**config.mk**
```make
export PLATFORM = sky130hd
export DESIGN_NAME = rppu_cordic_cell
export DESIGN_NICKNAME = d
export VERILOG_FILES = /design/src/hdl/rppu_pkg.sv /design/src/hdl/rppu_cordic_cell.sv
export SDC_FILE = /design/constraint.sdc
export NUM_CORES = 1
export LEC_CHECK = 0
export BUFFER_PORTS_ARGS = -buffer_cell sky130_fd_sc_hd__buf_2
export CORE_AREA = 2 2 185 187
export CTS_BUF_LIST = sky130_fd_sc_hd__clkbuf_4 sky130_fd_sc_hd__clkbuf_8
export DETAILED_ROUTE_END_ITERATION = 8
export DIE_AREA = 0 0 187 189
export SYNTH_ARGS = -nofsm -noshare
export SYNTH_HDL_FRONTEND = slang
export SYNTH_SLANG_ARGS = --single-unit
```
**constraint.sdc**
```tcl
create_clock -name clk -period 10.1 [get_ports clk]
set_input_delay 2.02 -clock clk [delete_from_list [all_inputs] [get_ports clk]]
set_output_delay 2.02 -clock clk [all_outputs]
set_load 0.02 [all_outputs]
```
**src/hdl/rppu_pkg.sv**
```systemverilog
package rppu_pkg;

  localparam int CORDIC_STAGES_DEF = 24;
  localparam int FRACTION_BITS_DEF = 16;

  localparam int COORD_W = 32;
  localparam int DIFF_W  = COORD_W + 1;
  // binary-angle accumulator, one guard bit over the folded 32-bit angle
  localparam int ANGLE_W = 33;
  localparam int ATAN_LEN = 32;

  // 1/K of an unlimited CORDIC, Q2.30
  localparam longint GAIN_Q30 = 64'sd652032874;

  // atan(2^-i), 2^32 per turn, rounded to nearest
  localparam logic [31:0] ATAN_TABLE [ATAN_LEN] = '{
    32'd536870912, 32'd316933406, 32'd167458907, 32'd85004756,
    32'd42667331,  32'd21354465,  32'd10679838,  32'd5340245,
    32'd2670163,   32'd1335087,   32'd667544,    32'd333772,
    32'd166886,    32'd83443,     32'd41722,     32'd20861,
    32'd10430,     32'd5215,      32'd2608,      32'd1304,
    32'd652,       32'd326,       32'd163,       32'd81,
    32'd41,        32'd20,        32'd10,        32'd5,
    32'd3,         32'd1,         32'd1,         32'd0
  };

  // request side data riding along the CORDIC row
  typedef struct packed {
    logic signed [DIFF_W-1:0]  dx;
    logic signed [DIFF_W-1:0]  dy;
    logic signed [COORD_W-1:0] pivot_x;
    logic signed [COORD_W-1:0] pivot_y;
    logic signed [COORD_W-1:0] point_z;
    logic                      flip;
  } carry_t;

endpackage

```
**src/hdl/rppu_cordic_cell.sv**
```systemverilog
module rppu_cordic_cell import rppu_pkg::*; #(
  parameter int STAGE = 0,
  parameter int CW    = 18
) (
  input  logic                       clk,
  input  logic                       rst_n,
  input  logic                       valid_i,
  output logic                       ready_o,
  input  logic signed [CW-1:0]       x_i,
  input  logic signed [CW-1:0]       y_i,
  input  logic signed [ANGLE_W-1:0]  z_i,
  input  carry_t                     carry_i,
  output logic                       valid_o,
  input  logic                       ready_i,
  output logic signed [CW-1:0]       x_o,
  output logic signed [CW-1:0]       y_o,
  output logic signed [ANGLE_W-1:0]  z_o,
  output carry_t                     carry_o
);

  localparam logic signed [ANGLE_W-1:0] ATAN =
    signed'({{(ANGLE_W-32){1'b0}}, ATAN_TABLE[STAGE]});

  logic                      valid_r;
  logic signed [CW-1:0]      x_r, x_nxt;
  logic signed [CW-1:0]      y_r, y_nxt;
  logic signed [ANGLE_W-1:0] z_r, z_nxt;
  carry_t                    carry_r;
  logic signed [CW-1:0]      xs, ys;

  assign ready_o = !valid_r || ready_i;

  always_comb begin
    xs = x_i >>> STAGE;
    ys = y_i >>> STAGE;
    if (!z_i[ANGLE_W-1]) begin
      x_nxt = x_i - ys;
      y_nxt = y_i + xs;
      z_nxt = z_i - ATAN;
    end else begin
      x_nxt = x_i + ys;
      y_nxt = y_i - xs;
      z_nxt = z_i + ATAN;
    end
  end

  always_ff @(posedge clk) begin
    if (!rst_n) begin
      valid_r <= 1'b0;
    end else if (ready_o) begin
      valid_r <= valid_i;
    end
  end

  always_ff @(posedge clk) begin
    if (ready_o && valid_i) begin
      x_r     <= x_nxt;
      y_r     <= y_nxt;
      z_r     <= z_nxt;
      carry_r <= carry_i;
    end
  end

  assign valid_o = valid_r;
  assign x_o     = x_r;
  assign y_o     = y_r;
  assign z_o     = z_r;
  assign carry_o = carry_r;

endmodule

```
Word level (Yosys, flattened, before mapping)
Cells that the tools add are included.
{"block": "classes", "n_reduce_logical": 3, "n_addsub": 5, "muxes": 3}
{"operator": "18-bit two-way mux", "count": 2}
{"operator": "18-bit subtractor", "count": 2}
{"operator": "33-bit by 31-bit adder with 33-bit output, second input constant", "count": 1}
{"operator": "33-bit two-way mux", "count": 1}
{"operator": "33-bit by 31-bit subtractor with 33-bit output, second input constant", "count": 1}
{"operator": "18-bit adder", "count": 1}
{"operator": "1-bit logical AND", "count": 1}
{"operator": "1-bit zero test", "count": 1}
{"operator": "1-bit logical OR", "count": 1}
{"block": "word_totals", "output_inout_bits": 234, "word_cells": 21, "ff_bits": 233}

Logic depth before layout (Yosys ltp)
{"block": "depth", "depth_word": 3, "mapped_depth": 11}

Worst setup path before layout
No wires, ideal clock.
{"block": "synth_timing", "path_kind": "in2reg", "startpoint": "input ready_i", "endpoint": "register carry_r, in the netlist carry_o[0], enable pin", "required_ns": 9.480, "path_buffers": 0, "arrival_ns": 7.566, "path_stages": 2, "setup_slack_ns": 1.914, "setup_ns": 0.620, "path_cell_list": "nand2b_1 -> and2_1"}
{"block": "synth_between", "elab_chain_cells": 2}
{"item": "start, declared", "line_no": "rppu_cordic_cell.sv:14", "source": "input logic ready_i,"}
{"item": "1-bit logical OR", "line_no": "rppu_cordic_cell.sv:31", "source": "assign ready_o = !valid_r || ready_i;"}
{"item": "1-bit logical AND", "line_no": "rppu_cordic_cell.sv:56", "source": "if (ready_o && valid_i) begin"}
{"item": "end signal, assigned", "line_no": "rppu_cordic_cell.sv:60", "source": "carry_r <= carry_i;"}
{"item": "end, declared", "line_no": "rppu_cordic_cell.sv:28", "source": "carry_t carry_r;"}
No other way between the ends.
A chain may end at the register's enable or synchronous reset.

Worst setup path after layout
{"block": "layout_timing", "startpoint": "input ready_i", "endpoint": "output ready_o"}
{"block": "layout_between", "elab_chain_cells": 1}
{"item": "1-bit logical OR", "line_no": "rppu_cordic_cell.sv:31"}
{"item": "end, declared", "line_no": "rppu_cordic_cell.sv:8", "source": "output logic ready_o,"}
No other way between the ends.

==> flow_metrics.py <==
metrics = {
    "status": {
        "status": "finished clean",
    },
    "logic_synthesis": {
        "synth-edff-count": 231,
        "synth_area_leader_cell": "edfxtp_1",
        "yosys_warnings": 0,
        "async_reset_ff_share_pct": 0,
        "synth_seq_cells": 232,
        "synth.most_common_cell": "edfxtp_1",
        "synth_common_cells": "231 x edfxtp_1, 55 x ha_1, 52 x inv_1",
        "synth_top_area_share_pct": 70.3,
        "synthCells": 643,
        "yosysSeqAreaShare_pct": 70.5,
        "synthesis.area_um2": 9860,
        "postSynthAreaPerCell_um2": 15.3,
        "syn_nets": 938,
        "synth_area_leaders": "edfxtp_1 70%, ha_1 7.0%, xnor2_1 2.6%",
        "synth-main-ff-cell": "edfxtp_1",
        "synth_cell_types": 62,
    },
    "route": {
        "drcViolationCount": 0,
        "via_count": 7445,
        "wl_per_cell_um": 22.1,
        "via_per_inst": 4.60,
        "first_pass_iters": 5,
        "antenna_left": 0,
        "drt_iter0_drc": 642,
        "wl_um": 35800,
    },
    "cells_and_area": {
        "area.sequential_um2": 6960,
        "final_util_pct": 40.5,
        "drive_above_1_share_pct": 47.4,
        "fin_nets": 1431,
        "area_growth_pct": 36.7,
        "layoutNonFillerInstCount": 1617,
        "design_area_um2": 13500,
        "n_fill_cell": 3257,
        "multi_input_area_um2": 2580,
    },
    "sta": {
        "slew_headroom_pct": 31.1,
        "fin_crit_ps": 4450,
        "finalWorstSetupSlack_ps": 5650,
        "setup_violations": 0,
        "max_slew.worst_pin.slew_ps": 1030,
        "hold-worst-slack_ps": 557,
        "rsz0062_at_grt": "false",
        "fmaxAchievable_mhz": 225,
        "slew_viol_final": 0,
        "skew_ps": 15.8,
        "fin_setup_tns_ps": 0,
        "hold_viol_final": 0,
        "post-route-period-util_pct": 44.0,
    },
    "clock_network": {
        "cts-root-buf": "clkbuf_8",
        "ctsHoldBuffers": 0,
        "clock_path_buffers": 3,
        "htree_levels": 2,
        "path_clk_slew_ps": 60,
        "cts.sinks": 232,
        "cts_setup_buffers": 0,
        "cts_tree": "built",
        "clk_latency_ps": 520,
        "postCtsResizedCells": 0,
        "cts_made_buffers": 40,
    },
    "run": {
        "cap_violations": 0,
    },
    "die": {
        "start_util_pct": 29.6,
        "rows": 67,
        "die-area_um2": 35300,
        "die_height_um": 189,
        "core_area_um2": 33300,
        "boundaryPins": 470,
        "die_w_um": 187,
    },
    "setup_path": {
        "r2r_cells": 4,
        "slowest_delay_ps": 170,
        "arrival_ps": 2430,
        "worstPathRequired_ps": 8080,
        "slowest_stage": "buf_2",
        "crit_fanout": 3,
        "rr_endpoint": "carry_o[56]",
        "crit_chain": "buf_2 > nand2b_1 > buf_2",
        "critPathTopFamily": "buffers and inverters",
        "r2r_setup_slack_ps": 7360,
        "worst-setup-path-type": "input pin to primary output",
        "path_buf_inv": 2,
        "startpoint_type": "input pin",
        "endpoint_kind": "primary output",
        "cp_common_cell": "buf_2",
        "reg2reg_from": "valid_o",
    },
    "global_routing": {
        "grt_pass1_wl_um": 49500,
        "grt_antenna_before_repair": 20,
        "grt_pass1_vias": 7086,
        "track_usage_pct": 19.3,
        "grt_start_max_net_pins": 82,
        "overflow": 0,
    },
    "power": {
        "powerDensity_nw_per_um2": 182,
        "leakage_nw": 5.84,
        "p_total_mw": 2.45,
        "worst_ir_drop_vdd_v": 0.0000835,
    },
    "placed_design": {
        "gp_congestion": 0.927,
        "hpwl_um": 28700,
        "io_buffers": 469,
        "place_inst": 1542,
        "dp_slack_ps": 5530,
        "placed_area_um2": 12700,
    },
    "worst_hold_path": {
        "min_from": "valid_o",
        "min_to": "valid_o",
        "hold_class": "flip-flop to flip-flop",
        "worstHoldPathCells": 2,
    },
}
[worst max-delay path by stage]
stage,from,end,slack (ps),depth (start not counted)
3_5_place_dp,ready_i,z_o[7],5530,5
4_1_cts,ready_i,ready_o,5650,3
6_report,ready_i,ready_o,5650,3
2_1_floorplan,ready_i,carry_o[0],1910,2
3_3_place_gp,ready_i,z_o[21],5560,5
5_1_grt,ready_i,ready_o,5610,3
[layout make-up]
type                       count  share of cell area, %
inverter                      56                   1.56
clock inverter                18                   1.01
tap                          448                   4.16
clock buffer                  52                   4.84
multi-input combinational    333                   19.1
sequential                   232                   51.6
timing repair buffer         473                   17.6
antenna                        5                 0.0928
[state kept, by name (all words and copies together), names as in the netlist]
signal / flops
x_o: 18
carry_o: 163
y_o: 17
z_o: 33
valid_o: 1
[cell usage in the layout (no fill, tap or decap), drive strengths merged, types with 6 or more instances in the layout]
cell    instances
xor2            6
nor3            8
clkinv         16
inv            55
nor2b           6
o211ai         10
o31ai          11
mux2i          13
a21oi          44
nand2b          7
edfxtp        231
nor2           27
buf           473
xnor2          29
clkbuf         52
o21ai          32
nand2          20
ha             55
[report_power, final]
| part | switching (mW) | total, mW | internal [mW] |
|---|---|---|---|
| Clock | 0.388 | 0.862 | 0.474 |
| Combinational | 0.277 | 0.423 | 0.145 |
| Sequential | 0.0200 | 1.17 | 1.15 |
[kinds of logic after synthesis]
kind of cell	Yosys count	share of synthesized area [%]
flops	232	70.5
compound gates	140	9.63
simple gates	86	4.26
buf+inv	78	3.37
fa+ha+maj	59	7.79
xor+xnor	35	3.11
mux	13	1.32
[tightest hold or removal path, cell delays in order, from the launching register on]
cell and delay [ps]:
dfxtp_1 310, nand2b_1 100, a21boi_0 100
[metal layers]
metal  vias to the layer above  routed length [µm]  GRT usage (%)
met4                        12                 759           4.85
met3                        67                3430           5.93
met5                         -                  81              0
met1                      3602               14500           24.8
met2                       368               17000           31.7
li1                       3396                   -              -
Power figures use the tool's default switching activity.
